==> src/rtl/qeo_pkg.sv <==
// qeo_pkg: shared types, codes and constants of the encoder odometry block
// no dependencies; every rtl file refers to it by scoped names
package qeo_pkg;

    // number of wheels served by the block (1 to 4, limited by the 2-bit wheel select)
    localparam int WHEELS = 4;
    localparam int WIDX_W = (WHEELS > 1) ? $clog2(WHEELS) : 1;

    // field and register widths
    localparam int SEL_W   = 2;
    localparam int CNT_W   = 16;
    localparam int APC_W   = 24;
    localparam int SPC_W   = 32;
    localparam int REV_W   = 4;
    localparam int ALPHA_W = 16;
    localparam int ANGLE_W = 48;
    localparam int SPEED_W = 32;

    // configuration port
    localparam int CFG_IDX_W  = 8;
    localparam int CFG_DATA_W = 32;
    localparam logic [CFG_IDX_W-1:0] CFG_ANGLE_PER_COUNT = 8'd0;
    localparam logic [CFG_IDX_W-1:0] CFG_SPEED_PER_COUNT = 8'd1;
    localparam logic [CFG_IDX_W-1:0] CFG_REVERSE_MASK    = 8'd2;
    localparam logic [CFG_IDX_W-1:0] CFG_FILTER_ALPHA    = 8'd3;

    // default filter weight, 0.8 in Q0.16
    localparam logic [ALPHA_W-1:0] ALPHA_RESET = 16'd52429;
    localparam logic [ALPHA_W:0]   ALPHA_ONE   = 17'h10000;

    // item kinds
    localparam logic FUNC_SAMPLE = 1'b0;
    localparam logic FUNC_TICK   = 1'b1;

    // tick queue depth
    localparam int FIFO_DEPTH = 2;
    localparam int FIFO_PTR_W = (FIFO_DEPTH > 1) ? $clog2(FIFO_DEPTH) : 1;

    // arithmetic widths in the back end
    localparam int CEFF_W = CNT_W + 1;
    localparam int STEP_W = CEFF_W + APC_W + 1;
    localparam int CW_W   = CEFF_W + ALPHA_W + 2;
    localparam int AOLD_W = ALPHA_W + 1 + SPEED_W;
    localparam int RAWW_W = CW_W + SPC_W + 1;
    localparam int ACC_W  = RAWW_W + 1;
    localparam int SHR_W  = ACC_W - 16;

    typedef logic signed [CNT_W-1:0] count_t;
    typedef count_t [WHEELS-1:0] count_vec_t;

    typedef enum logic [1:0] {
        ARM_NONE = 2'd0,
        ARM_UP   = 2'd1,
        ARM_DOWN = 2'd2
    } arm_t;

    typedef enum logic [2:0] {
        BK_IDLE = 3'd0,
        BK_MUL  = 3'd1,
        BK_WIDE = 3'd2,
        BK_SUM  = 3'd3,
        BK_OUT  = 3'd4
    } bk_state_t;

    typedef struct packed {
        logic [APC_W-1:0]   angle_per_count;
        logic [SPC_W-1:0]   speed_per_count;
        logic [REV_W-1:0]   reverse_mask;
        logic [ALPHA_W-1:0] filter_alpha;
    } cfg_t;

    // handshake between the tick queue and its neighbors
    typedef struct packed {
        logic full;
        logic empty;
    } fifo_status_t;

endpackage

==> src/rtl/qeo_front.sv <==
// qeo_front: takes input beats, runs the per-wheel quadrature decoders and
// snapshots the counts into the tick queue; depends on qeo_pkg
module qeo_front (
    input  logic                      aclk,
    input  logic                      aresetn,
    input  logic                      s_valid,
    output logic                      s_ready,
    input  logic                      s_func,
    input  logic [qeo_pkg::SEL_W-1:0] s_wheel_sel,
    input  logic                      s_pin_a,
    input  logic                      s_pin_b,
    input  qeo_pkg::fifo_status_t     fifo_status,
    output logic                      push,
    output qeo_pkg::count_vec_t       push_counts
);

    qeo_pkg::arm_t   arm_reg  [qeo_pkg::WHEELS];
    qeo_pkg::arm_t   arm_next [qeo_pkg::WHEELS];
    qeo_pkg::count_t cnt_reg  [qeo_pkg::WHEELS];
    qeo_pkg::count_t cnt_next [qeo_pkg::WHEELS];

    logic                       accept;
    logic                       in_range;
    logic [qeo_pkg::WIDX_W-1:0] sel_idx;
    logic                       cnt_zero;

    // samples never wait; a tick waits for room in the queue
    assign s_ready  = (s_func == qeo_pkg::FUNC_SAMPLE) || !fifo_status.full;
    assign accept   = s_valid && s_ready;
    assign in_range = int'(s_wheel_sel) < qeo_pkg::WHEELS;
    assign sel_idx  = qeo_pkg::WIDX_W'(s_wheel_sel);

    // count snapshot carried by a tick
    always_comb begin
        for (int i = 0; i < qeo_pkg::WHEELS; i++) begin
            push_counts[i] = cnt_reg[i];
        end
    end

    // decoder update
    always_comb begin
        push = 1'b0;
        for (int i = 0; i < qeo_pkg::WHEELS; i++) begin
            arm_next[i] = arm_reg[i];
            cnt_next[i] = cnt_reg[i];
        end
        if (accept) begin
            if (s_func == qeo_pkg::FUNC_TICK) begin
                push = 1'b1;
                for (int i = 0; i < qeo_pkg::WHEELS; i++) begin
                    cnt_next[i] = '0;
                end
            end else if (in_range) begin
                if (!s_pin_a) begin
                    // low on A arms the direction from B
                    arm_next[sel_idx] = s_pin_b ? qeo_pkg::ARM_UP : qeo_pkg::ARM_DOWN;
                end else begin
                    // high on A counts once if armed the matching way
                    if (s_pin_b) begin
                        if (arm_reg[sel_idx] == qeo_pkg::ARM_DOWN &&
                            cnt_reg[sel_idx] != {1'b1, {(qeo_pkg::CNT_W-1){1'b0}}}) begin
                            cnt_next[sel_idx] = cnt_reg[sel_idx] - 1'b1;
                        end
                    end else begin
                        if (arm_reg[sel_idx] == qeo_pkg::ARM_UP &&
                            cnt_reg[sel_idx] != {1'b0, {(qeo_pkg::CNT_W-1){1'b1}}}) begin
                            cnt_next[sel_idx] = cnt_reg[sel_idx] + 1'b1;
                        end
                    end
                    arm_next[sel_idx] = qeo_pkg::ARM_NONE;
                end
            end
        end
    end

    // decoder state
    always_ff @(posedge aclk) begin
        if (!aresetn) begin
            for (int i = 0; i < qeo_pkg::WHEELS; i++) begin
                arm_reg[i] <= qeo_pkg::ARM_NONE;
                cnt_reg[i] <= '0;
            end
        end else begin
            for (int i = 0; i < qeo_pkg::WHEELS; i++) begin
                arm_reg[i] <= arm_next[i];
                cnt_reg[i] <= cnt_next[i];
            end
        end
    end

    // all counts cleared
    always_comb begin
        cnt_zero = 1'b1;
        for (int i = 0; i < qeo_pkg::WHEELS; i++) begin
            if (cnt_reg[i] != '0) begin
                cnt_zero = 1'b0;
            end
        end
    end

    a_tick_clears: assert property (@(posedge aclk) disable iff (!aresetn)
        (accept && s_func == qeo_pkg::FUNC_TICK) |=> cnt_zero)
        else $error("counts not cleared after tick");

    a_tick_room: assert property (@(posedge aclk) disable iff (!aresetn)
        push |-> !fifo_status.full)
        else $error("tick pushed into full queue");

endmodule

==> config.mk <==
export PLATFORM = sky130hd
export DESIGN_NAME = qeo_front
export DESIGN_NICKNAME = d
export VERILOG_FILES = /design/src/rtl/qeo_pkg.sv /design/src/rtl/qeo_front.sv
export SDC_FILE = /design/constraint.sdc
export NUM_CORES = 1
export LEC_CHECK = 0
export ABC_CLOCK_PERIOD_IN_PS = 9200
export BUFFER_PORTS_ARGS = -buffer_cell sky130_fd_sc_hd__buf_4
export CAP_MARGIN = 30
export CORE_UTILIZATION = 59
export CTS_CLUSTER_DIAMETER = 50
export DETAILED_ROUTE_END_ITERATION = 7
export HOLD_SLACK_MARGIN = 0.03
export PLACE_DENSITY_LB_ADDON = 0.1
export SETUP_SLACK_MARGIN = 0.02
export SLEW_MARGIN = 20
export SYNTH_ARGS = -nofsm -noshare
export SYNTH_HDL_FRONTEND = slang
export SYNTH_SLANG_ARGS = --single-unit
==> constraint.sdc <==
create_clock -name aclk -period 9.2 [get_ports aclk]
set_clock_uncertainty 0.15 [all_clocks]
set_input_delay 0.92 -clock aclk [delete_from_list [all_inputs] [get_ports aclk]]
set_output_delay 0.92 -clock aclk [all_outputs]
set_load 0.02 [all_outputs]
==> flow_metrics.py <==
metrics = {
    "global_routing": {
        "gr-total-overflow": 0,
        "grt_pass1_wl_um": 15800,
        "antenna_found_initial": 0,
        "grt_start_max_net_pins": 28,
        "grt_usage_pct": 32.3,
        "grt_pass1_vias": 3146,
    },
    "floorplan": {
        "die_h_um": 80.4,
        "rows": 28,
        "die_area_um2": 6460,
        "core-area_um2": 5920,
        "die_w_um": 80.4,
        "ios": 76,
        "start_util_pct": 61.2,
    },
    "detailed_routing": {
        "drt-total-wl_um": 9600,
        "ant_nets": 0,
        "drc": 0,
        "dr.first_iter.drc_count": 275,
        "vias_per_cell": 6.59,
        "dr.pass1.iters": 7,
        "routed-via-count": 3229,
        "wl_per_cell_um": 19.6,
    },
    "place": {
        "port_buffers": 74,
        "dp_hpwl_um": 6630,
        "gp_congestion": 0.950,
    },
    "sta": {
        "slew-limit-headroom_pct": 38.7,
        "worstMarginPinSlew_ns": 0.909,
        "post-route-period-util_pct": 45.1,
        "slew_violations": 0,
        "setup-violations-final": 0,
        "finalHoldViolCount": 0,
        "fmax_ghz": 0.241,
        "rsz0062_at_grt": "false",
        "min_period_ns": 4.15,
        "setup_tns_ns": 0,
    },
    "worst_setup_path": {
        "crit_path_cell_trace": "buf_4 -> mux4_1 -> inv_1 -> ha_1 -> inv_1 -> nor3_1 -> and4_1 -> nor3_1 -> a211oi_2 -> buf_4 -> o2bb2ai_1",
        "cp_max_fo": 27,
        "slowest_stage": "mux4_1",
        "critPathCaptureType": "flop",
        "max_stage_delay_ns": 0.72,
        "critical_path_required_ns": 9.30,
        "start_kind": "input port",
        "crit_type": "input port to flop",
        "cp.arrival_ns": 4.25,
    },
    "finish": {
        "final_util_pct": 74.2,
        "synthToLayoutAreaGrowth_pct": 21.2,
        "largest_register_ffs": 64,
        "fill_cells": 441,
        "final_nets": 424,
        "n_antenna_cell": 0,
        "drive_above_1_share_pct": 27.7,
    },
    "yosys": {
        "synthXorXnorAreaFrac_pct": 2.42,
        "syn-num-nets": 352,
        "yosys_warnings": 0,
        "ys_seq_area_share_pct": 39.8,
        "synth-adder-area-share_pct": 0.690,
        "synth_simple_gate_area_share_pct": 16.1,
        "ys_ff_latch": 72,
        "ys_async_sr_fraction_pct": 0,
        "syn_inst": 340,
        "ys.flop_type": "dfxtp_1",
        "synth_top_family_by_area": "compound AO/OA/AOI/OAI gates",
        "synth_compound_area_share_pct": 24.2,
        "synth.mux.area_fraction_pct": 12.9,
        "netlist_area_um2": 3630,
        "synth_edf_count": 0,
        "synth.avg_cell_area_um2": 10.7,
        "synth_cell_types": 53,
    },
    "clock_network": {
        "holdBufCountCts": 0,
        "cts_tree": "built",
        "path_clk_slew_ns": 0.07,
        "ctsResizeCount": 0,
        "cts_setup_buffers": 0,
        "numClockSinks": 72,
        "clockBufferDepth": 2,
        "clock_latency_ns": 0.34,
        "cts_buffers": 9,
        "cts-root-buf": "clkbuf_8",
        "ctsHtreeMaxLevel": 3,
    },
    "status": {
        "status": "completed",
    },
    "power": {
        "leakage_uw": 0.00175,
        "irDropWorstVdd_mv": 0.0967,
        "power_density_nw_per_um2": 142,
    },
    "job": {
        "max_cap_viol_count": 0,
    },
    "min_path": {
        "hp-class": "flop to flop",
    },
}
[synthesized netlist by cell type (all sizes together) (3+ instances only)]
cell type | n | share of area (%)
nor3 | 17 | 2.6
nand2b | 5 | 0.86
nand2 | 22 | 2.3
a2bb2o | 12 | 3.3
inv | 4 | 0.41
a21oi | 4 | 0.66
clkbuf | 6 | 0.62
nor4 | 6 | 1.4
buf | 11 | 2.7
or3 | 3 | 0.52
nand3 | 11 | 1.5
a21boi | 6 | 1.2
and2 | 3 | 0.52
mux4 | 18 | 12
o21ai | 17 | 2.6
nor2 | 18 | 1.9
and3 | 5 | 0.86
dfxtp | 72 | 40
nor2b | 3 | 0.52
o2bb2ai | 52 | 13
xnor2 | 7 | 1.7
a32oi | 4 | 0.97
xor2 | 3 | 0.72
[final cells by class]
class | count | area [um2] | area share [%]
multi-input cells | 245 | 2040 | 46.4
inverters | 6 | 22.5 | 0.512
clock inverters | 4 | 70.1 | 1.59
well taps | 75 | 93.8 | 2.13
flip-flops and latches | 72 | 1440 | 32.8
clock buffers | 10 | 138 | 3.13
repair buffers | 78 | 589 | 13.4
[cell usage in the layout, fill, tap and decap left out, types with 3 or more instances in the layout]
master | synthesis | final
mux4_1 | 8 | 8
clkbuf_8 | 0 | 10
a21boi_0 | 6 | 6
inv_1 | 4 | 4
a21oi_1 | 3 | 3
nand2_1 | 22 | 22
nor2b_1 | 3 | 3
and3_1 | 5 | 5
a32oi_1 | 4 | 4
nor3_1 | 15 | 15
o2bb2ai_1 | 52 | 52
mux4_2 | 10 | 10
nor2_1 | 18 | 18
xor2_1 | 3 | 3
and2_1 | 3 | 3
a2bb2o_1 | 12 | 12
xnor2_1 | 7 | 7
o21ai_0 | 15 | 15
dfxtp_1 | 72 | 72
nand2b_1 | 5 | 5
buf_4 | 1 | 77
nor4_1 | 5 | 5
or3_1 | 3 | 3
nand3_1 | 11 | 11
[layer usage]
metal / vias to the layer above / routed length, um / GRT usage, %
li1: 1497 / - / -
met2: 158 / 4540 / 51.7
met3: 18 / 620 / 5.23
met4: 0 / 150 / 13.2
met1: 1556 / 4290 / 43.3
met5: - / 0 / 0
[stage by stage]
step	power, uW	hold WS [ns]	std cells	cell area (um2)	worst slack, ns
after CTS	626	0.337	490	4400	5.11
after floorplan	353	0.302	340	3630	5.62
after global routing	644	0.348	490	4400	4.86
final	624	0.335	490	4400	5.05
after detailed placement	365	0.320	476	4190	4.77
after global placement	363	0.313	475	4180	4.82
[final timing paths]
kind	start	end	slack (ns)	cells past startpoint
setup reg to reg	cnt_reg[2][0]	cnt_reg[3][8]	5.79	10
hold reg to reg	cnt_reg[2][2]	cnt_reg[2][2]	0.34	1
hold / removal	cnt_reg[2][2]	cnt_reg[2][2]	0.34	1
setup / recovery	s_wheel_sel[0]	cnt_reg[3][8]	5.05	11
[cells by family (layout without fill, tap and decap cells)]
logic type | Yosys count | in the layout
mux | 21 | 21
compound gates | 106 | 106
simple gates | 106 | 106
xor+xnor | 10 | 10
buf+inv | 23 | 98
fa+ha+maj | 2 | 2
flops | 72 | 72
[power by group]
| group | internal [uW] | leakage, uW | switching, uW | total [uW] |
|---|---|---|---|---|
| clock network | 156 | 0.000108 | 110 | 266 |
| registers | 312 | 0.000580 | 0.358 | 312 |
| logic | 16.1 | 0.00107 | 30.3 | 46.3 |
[worst max-delay path, delay by kind of cell]
family | cells | cell delay, ns
buf+inv | 4 | 0.86
simple gates | 3 | 0.77
compound gates | 2 | 0.79
mux | 1 | 0.72
fa+ha+maj | 1 | 0.18
Power figures use the tool's default switching activity.
