File: src/rtl/qeo_pkg.sv
// qeo_pkg: shared types, codes and constants of the encoder odometry block
// no dependencies; every rtl file refers to it by scoped names
package qeo_pkg;

    // number of wheels served by the block (1 to 4, limited by the 2-bit wheel select)
    localparam int WHEELS = 4;
    localparam int WIDX_W = (WHEELS > 1) ? $clog2(WHEELS) : 1;

    // field and register widths
    localparam int SEL_W   = 2;
    localparam int CNT_W   = 16;
    localparam int APC_W   = 24;
    localparam int SPC_W   = 32;
    localparam int REV_W   = 4;
    localparam int ALPHA_W = 16;
    localparam int ANGLE_W = 48;
    localparam int SPEED_W = 32;

    // configuration port
    localparam int CFG_IDX_W  = 8;
    localparam int CFG_DATA_W = 32;
    localparam logic [CFG_IDX_W-1:0] CFG_ANGLE_PER_COUNT = 8'd0;
    localparam logic [CFG_IDX_W-1:0] CFG_SPEED_PER_COUNT = 8'd1;
    localparam logic [CFG_IDX_W-1:0] CFG_REVERSE_MASK    = 8'd2;
    localparam logic [CFG_IDX_W-1:0] CFG_FILTER_ALPHA    = 8'd3;

    // default filter weight, 0.8 in Q0.16
    localparam logic [ALPHA_W-1:0] ALPHA_RESET = 16'd52429;
    localparam logic [ALPHA_W:0]   ALPHA_ONE   = 17'h10000;

    // item kinds
    localparam logic FUNC_SAMPLE = 1'b0;
    localparam logic FUNC_TICK   = 1'b1;

    // tick queue depth
    localparam int FIFO_DEPTH = 2;
    localparam int FIFO_PTR_W = (FIFO_DEPTH > 1) ? $clog2(FIFO_DEPTH) : 1;

    // arithmetic widths in the back end
    localparam int CEFF_W = CNT_W + 1;
    localparam int STEP_W = CEFF_W + APC_W + 1;
    localparam int CW_W   = CEFF_W + ALPHA_W + 2;
    localparam int AOLD_W = ALPHA_W + 1 + SPEED_W;
    localparam int RAWW_W = CW_W + SPC_W + 1;
    localparam int ACC_W  = RAWW_W + 1;
    localparam int SHR_W  = ACC_W - 16;

    typedef logic signed [CNT_W-1:0] count_t;
    typedef count_t [WHEELS-1:0] count_vec_t;

    typedef enum logic [1:0] {
        ARM_NONE = 2'd0,
        ARM_UP   = 2'd1,
        ARM_DOWN = 2'd2
    } arm_t;

    typedef enum logic [2:0] {
        BK_IDLE = 3'd0,
        BK_MUL  = 3'd1,
        BK_WIDE = 3'd2,
        BK_SUM  = 3'd3,
        BK_OUT  = 3'd4
    } bk_state_t;

    typedef struct packed {
        logic [APC_W-1:0]   angle_per_count;
        logic [SPC_W-1:0]   speed_per_count;
        logic [REV_W-1:0]   reverse_mask;
        logic [ALPHA_W-1:0] filter_alpha;
    } cfg_t;

    // handshake between the tick queue and its neighbors
    typedef struct packed {
        logic full;
        logic empty;
    } fifo_status_t;

endpackage

File: src/rtl/qeo_fifo.sv
// qeo_fifo: short queue of count snapshots between the front and back ends
// depends on qeo_pkg for the entry type and depth
module qeo_fifo (
    input  logic                  aclk,
    input  logic                  aresetn,
    input  logic                  push,
    input  qeo_pkg::count_vec_t   push_data,
    input  logic                  pop,
    output qeo_pkg::count_vec_t   pop_data,
    output qeo_pkg::fifo_status_t status
);

    qeo_pkg::count_vec_t mem_reg [qeo_pkg::FIFO_DEPTH];

    logic [qeo_pkg::FIFO_PTR_W-1:0] wr_ptr_reg, wr_ptr_next;
    logic [qeo_pkg::FIFO_PTR_W-1:0] rd_ptr_reg, rd_ptr_next;
    logic [qeo_pkg::FIFO_PTR_W:0]   fill_reg, fill_next;

    assign status.full  = fill_reg == (qeo_pkg::FIFO_PTR_W+1)'(qeo_pkg::FIFO_DEPTH);
    assign status.empty = fill_reg == '0;
    assign pop_data     = mem_reg[rd_ptr_reg];

    // pointer and fill updates
    always_comb begin
        wr_ptr_next = wr_ptr_reg;
        rd_ptr_next = rd_ptr_reg;
        fill_next   = fill_reg;
        if (push) begin
            wr_ptr_next = (int'(wr_ptr_reg) == qeo_pkg::FIFO_DEPTH - 1) ? '0
                                                                         : wr_ptr_reg + 1'b1;
        end
        if (pop) begin
            rd_ptr_next = (int'(rd_ptr_reg) == qeo_pkg::FIFO_DEPTH - 1) ? '0
                                                                         : rd_ptr_reg + 1'b1;
        end
        if (push && !pop) begin
            fill_next = fill_reg + 1'b1;
        end else if (pop && !push) begin
            fill_next = fill_reg - 1'b1;
        end
    end

    // control state
    always_ff @(posedge aclk) begin
        if (!aresetn) begin
            wr_ptr_reg <= '0;
            rd_ptr_reg <= '0;
            fill_reg   <= '0;
        end else begin
            wr_ptr_reg <= wr_ptr_next;
            rd_ptr_reg <= rd_ptr_next;
            fill_reg   <= fill_next;
        end
    end

    // entry storage
    always_ff @(posedge aclk) begin
        if (push) begin
            mem_reg[wr_ptr_reg] <= push_data;
        end
    end

    a_no_underflow: assert property (@(posedge aclk) disable iff (!aresetn)
        pop |-> !status.empty)
        else $error("pop from empty queue");

endmodule

File: config.mk
export PLATFORM = sky130hd
export DESIGN_NAME = qeo_fifo
export DESIGN_NICKNAME = d
export VERILOG_FILES = /design/src/rtl/qeo_pkg.sv /design/src/rtl/qeo_fifo.sv
export SDC_FILE = /design/constraint.sdc
export NUM_CORES = 1
export LEC_CHECK = 0
export BUFFER_PORTS_ARGS = -buffer_cell sky130_fd_sc_hd__buf_2
export CELL_PAD_IN_SITES_DETAIL_PLACEMENT = 1
export CELL_PAD_IN_SITES_GLOBAL_PLACEMENT = 1
export CORE_UTILIZATION = 47
export DETAILED_ROUTE_END_ITERATION = 6
export GPL_TIMING_DRIVEN = 1
export HOLD_SLACK_MARGIN = 0.02
export PLACE_DENSITY = 0.94
export SKIP_LAST_GASP = 1
export SYNTH_ARGS = -nofsm -noshare
export SYNTH_HDL_FRONTEND = slang
export SYNTH_SLANG_ARGS = --single-unit
File: constraint.sdc
create_clock -name aclk -period 9.36 [get_ports aclk]
set_input_delay 1.872 -clock aclk [delete_from_list [all_inputs] [get_ports aclk]]
set_output_delay 1.872 -clock aclk [all_outputs]
set_load 0.03 [all_outputs]
==> results.ini, run 1 <==
[run_status]
status = finished, final reports clean

[yosys]
synth_compound_area_share_pct = 0.4121
synth_nets = 290
muxShareOfSynthArea_pct = 14.83
yosysSeqAreaShare_pct = 81.17
yosys-top-cells-area = edfxtp_1 79%, mux2_2 15%, dfxtp_1 2.1%
synth_top_family_by_area = multiplexers
yosys.area.top_type = edfxtp_1
ys_types = 17
synth_fa_ha_area_share_pct = 0.2575
synth_cells = 221
synth-xor-area-share_pct = 0.5408
synth_warnings = 0
syn_area_per_cell_um2 = 21.98
netlist_area_um2 = 4858
ys_seq_elements = 133
synth_top_area_share_pct = 79.11
synth_simple_gate_area_share_pct = 1.159

[detailed_routing]
drt_wl_total_mm = 9.152
dr.first_iter.drc_count = 93
routed_via_density = 4.903
drtAntennaViolNets = 0
drtPass1Iterations = 4
vias = 2515
post_drt_wl_per_cell_um = 17.84
route.detailed.drc = 0

[die]
die_y_um = 103.7
coreArea_um2 = 9910
ios = 134
dieArea_um2 = 10750
dieWidth_um = 103.7
start_util_pct = 49.03
rows = 36

[clock_network]
cts_tree = built
post_cts_buffers = 0
clk-insertion-delay-late_ns = 0.49
clk_path_buf_depth = 2
clock-sinks = 133
hold_buffers = 0
clkTransAtPathRegs_ns = 0.05
cts_max_level = 4
cts_resized = 0
cts-root-buf = clkbuf_8
numCtsBuffers = 17

[global_route]
grt_max_degree = 65
grt_usage_pct = 18.28
antenna_found_initial = 0
grt_pass1_vias = 2919
overflow = 0
grt_pass1_wl_mm = 14.69

[setup_path]
startpoint_type = register
path_class = reg2out
cp_slowest_stage_delay_ns = 0.62
setup.worst_path.end_class = output pin
path_max_fanout = 64
critPathTopFamily = buffers and inverters
critPathBufInv = 2
cp.arrival_ns = 2.11
path_cells = buf_4, mux2_2, buf_2
worst_path_max_delay_cell = buf_4
required_ns = 7.49

[final_layout]
design_area_um2 = 6142
nNetsFinal = 438
multi_input_area_um2 = 844.6
final_cell_mix = 133 x buf_2, 128 x edfxtp_1, 64 x mux2_2
area_growth_pct = 26.42
mostFrequentLayoutCell = buf_2
nFillCells = 929
drive_above_1_share_pct = 59.47
largest_reg_flops = 128
antennaDiodeCount = 0
regArea_um2 = 3945

[power]
internal_power_uw = 1096
ir_drop_v = 0.0001284
p_per_area_nw_per_um2 = 232.7
pwr-share-comb_pct = 12.6
leakage_uw = 0.002329
p_switching_uw = 333.5
p_clk_share_pct = 38.7
p_seq_share_pct = 48.8
switching_share_pct = 23.33

[placement]
place_hpwl_mm = 6.070
placement.cell_area_um2 = 5648
port-buffer-count = 133
gp_congestion = 0.6815

[worst_hold_path]
worst_hold_path_type = reg2reg

[sta]
post-route-period-util_pct = 42.51
finalMaxSlewViolations = 0
setup_viol = 0
relSlewSlack_pct = 35.39
rsz0062_at_grt = no
finalHoldViolCount = 0
worstMarginPinSlew_ns = 0.9670
timing.fmax_mhz = 251.3
min_period_ns = 3.979
hold_ws_ns = 0.5077
finClkSkew_ns = 0.007951
fin_setup_tns_ns = 0

[run]
max_cap_viol_count = 0

-- layer usage --
metal / vias up / track usage, % / part of all wire, %
li1: 1167 / - / -
met1: 1257 / 20.33 / 40
met2: 85 / 32.55 / 54
met3: 6 / 6.419 / 5.1
met4: 0 / 6.224 / 0.69
met5: - / 0 / 0
-- through the flow --
stage	std cells	setup WS (ns)	power, uW	utilization (%)
floorplan	221	4.148	835.2	-
global placement	483	5.629	882.9	56.99
detailed placement	483	5.585	890.4	56.99
CTS	513	5.338	1450	61.98
global route	513	5.285	1485	61.98
finish	513	5.381	1430	61.98
-- synthesized netlist by cell type --
library cell and number:
buf_6 6, and2b_2 1, xor2_1 2, inv_1 1
and2_1 4, xnor2_1 1, or3_1 1, nor2_1 1
a21boi_1 1, buf_4 1, nor2b_1 2, ha_1 1
o21ai_0 1, dfxtp_1 5, mux2_2 64, o21a_1 1
edfxtp_1 128
-- worst min-delay path, stage by stage, from the launching register on --
cell      delay, ns
dfxtp_1        0.33
o21ai_0        0.07
a21boi_1       0.06
-- final timing paths --
path | from | to | slack, ns | cells past startpoint
worst max-delay path | register | pop_data[55] | 5.38 | 3
worst min-delay path | fill_reg[1] | fill_reg[1] | 0.51 | 2
worst max register to register | wr_ptr_reg | mem_reg[0][31] | 7.35 | 2
worst min register to register | fill_reg[1] | fill_reg[1] | 0.51 | 2
-- power by group through the flow --
stage | logic [uW] | registers, uW | clock network [uW]
after global routing | 190 | 700 | 595
after global placement | 177 | 706 | 0
after floorplan | 128 | 707 | 0
after detailed placement | 181 | 709 | 0
final | 180 | 697 | 553
after CTS | 183 | 697 | 570
-- logic make-up after synthesis --
logic type,count (synthesis)
AOI/OAI and AO/OA,3
DFF,133
adders and majority gates,1
and+or+nand+nor,9
buffers and inverters,8
xor gates and xnor gates,3
muxes,64
-- cell type report --
| type | instances | share of cell area, % |
|---|---|---|
| clock inverter | 8 | 0.9982 |
| timing repair buffer | 136 | 11.20 |
| inverter | 1 | 0.06111 |
| multi-input combinational | 80 | 13.75 |
| sequential | 133 | 64.23 |
| clock buffer | 22 | 7.048 |
| tap | 133 | 2.709 |
(Power assumes the default switching activity.)
==> inputs of run 2 (changes only) <==
Settings changed: CORE_UTILIZATION 47 to 39, PLACE_DENSITY 0.94 to 0.85.
Clock period 9.36 ns to 3.4 ns, I/O delays scaled along.
==> results.ini, run 2 (same netlist as run 1, synthesis figures left out) <==
[run_status]
status = finished, final reports clean

[global_route]
grt_usage_pct = 15.60
antenna_found_initial = 0
grt_pass1_wl_mm = 14.42
overflow = 0
grt_pass1_vias = 2770
grt_max_degree = 66

[detailed_routing]
post_drt_wl_per_cell_um = 16.93
route.detailed.drc = 0
drt_wl_total_mm = 9.277
vias = 2503
dr.first_iter.drc_count = 125
drtPass1Iterations = 4
drtAntennaViolNets = 0
routed_via_density = 4.568

[clock_network]
clkTransAtPathRegs_ns = 0.05
cts_tree = built
clk-insertion-delay-late_ns = 0.41
clock-sinks = 133
numCtsBuffers = 17
hold_buffers = 0
post_cts_buffers = 0
cts_resized = 0
cts_max_level = 4
clk_path_buf_depth = 2
cts-root-buf = clkbuf_16

[setup_path]
path_class = reg2out
ff2ff_path_depth = 1
path_cells = mux2_2, buf_2
setup.worst_path.end_class = output pin
path_max_fanout = 64
startpoint_type = register
worst_path_max_delay_cell = dfxtp_4
cp.arrival_ns = 1.95
required_ns = 2.72
cp_slowest_stage_delay_ns = 0.91

[power]
power.total_uw = 4037
ir_drop_v = 0.0004036
p_seq_share_pct = 48.3
leakage_uw = 0.002344
internal_power_uw = 3091
p_switching_uw = 946.7
switching_share_pct = 23.45
pwr-share-comb_pct = 11.4
p_clk_share_pct = 40.3
p_per_area_nw_per_um2 = 649.4

[die]
coreArea_um2 = 12060
rows = 40
dieWidth_um = 113.6
dieArea_um2 = 12910
die_y_um = 113.6
ios = 134
start_util_pct = 40.28

[sta]
finalHoldViolCount = 0
min_period_ns = 2.627
rsz0062_at_grt = no
post-route-period-util_pct = 77.28
fin_setup_tns_ns = 0
relSlewSlack_pct = 39.79
setup_viol = 0
timing.fmax_mhz = 380.6
finClkSkew_ns = 0.004908
worstMarginPinSlew_ns = 0.9031
finalMaxSlewViolations = 0

[final_layout]
largest_reg_flops = 128
mostFrequentLayoutCell = buf_2
area_growth_pct = 27.97
final_cell_mix = 133 x buf_2, 128 x edfxtp_1, 64 x mux2_2
fin_util_pct = 51.55
nNetsFinal = 436
antennaDiodeCount = 0
nFillCells = 1161
drive_above_1_share_pct = 60.00
design_area_um2 = 6217

[placement]
placement.cell_area_um2 = 5680
port-buffer-count = 133
gp_congestion = 0.6521
place_hpwl_mm = 5.847

[worst_hold_path]
worst_hold_path_type = in2reg
holdPathStages = 1

[run]
max_cap_viol_count = 0

==> run 2: changes by cell type in the layout (fill, tap and decap cells not counted) <==
cell and change:
and2_2 -1, and2_4 +1, buf_4 -2, bufinv_16 -1, clkbuf_16 +1, clkbuf_8 +4
clkinv_1 -2, dfxtp_2 -1, dfxtp_4 +1
==> run 2: per-stage QoR <==
| step | worst slack, ns | hold WS, ns | instances |
|---|---|---|---|
| after global placement | 1.142 | 0.4859 | 516 |
| after detailed placement | 1.137 | 0.5432 | 516 |
| after CTS | 0.6889 | 0.4339 | 548 |
| after floorplan | 0.5904 | 0.4662 | 221 |
| final | 0.7726 | 0.4582 | 548 |
| after global routing | 0.6222 | 0.4373 | 548 |
==> run 2: layout make-up <==
class	count	area, um^2	area share, %
Timing Repair Buffer	134	673.1	10.83
Multi-Input combinational cell	80	845.8	13.60
Sequential cell	133	3948	63.49
Clock buffer	27	513.0	8.251
Inverter	1	3.754	0.06037
Clock inverter	5	23.77	0.3824
Tap cell	168	210.2	3.381
==> run 2: power by group through the flow <==
stage | logic (uW) | registers [uW] | clock network [uW]
5_1_grt | 489 | 1960 | 1730
3_3_place_gp | 456 | 1980 | 0
2_1_floorplan | 352 | 1940 | 0
4_1_cts | 469 | 1950 | 1670
6_report | 461 | 1950 | 1630
3_5_place_dp | 467 | 1980 | 0
==> run 2: final timing paths <==
kind,from,endpoint,slack [ns]
hold reg to reg,fill_reg[1],fill_reg[1],0.54
setup reg to reg,wr_ptr_reg,mem_reg[1][13],1.83
setup / recovery,register,pop_data[31],0.77
hold / removal,push_data[33],mem_reg[1][33],0.46
==> run 2: metal layers <==
metal  global-route usage [%]  share of wire (%)  wire [um]  up-vias
li1                         -                  -          -     1166
met1                    16.71                 40       3666     1228
met2                    27.07                 53       4903       93
met3                    5.207                5.7        533       16
met4                    8.772                1.9        175        0
met5                        0                  0          0        -
==> run 2: critical path, delay by kind of cell, from the launching register on <==
kind	cells	cell delay, ns
mux	1	0.43
flops	1	0.91
buf+inv	1	0.18
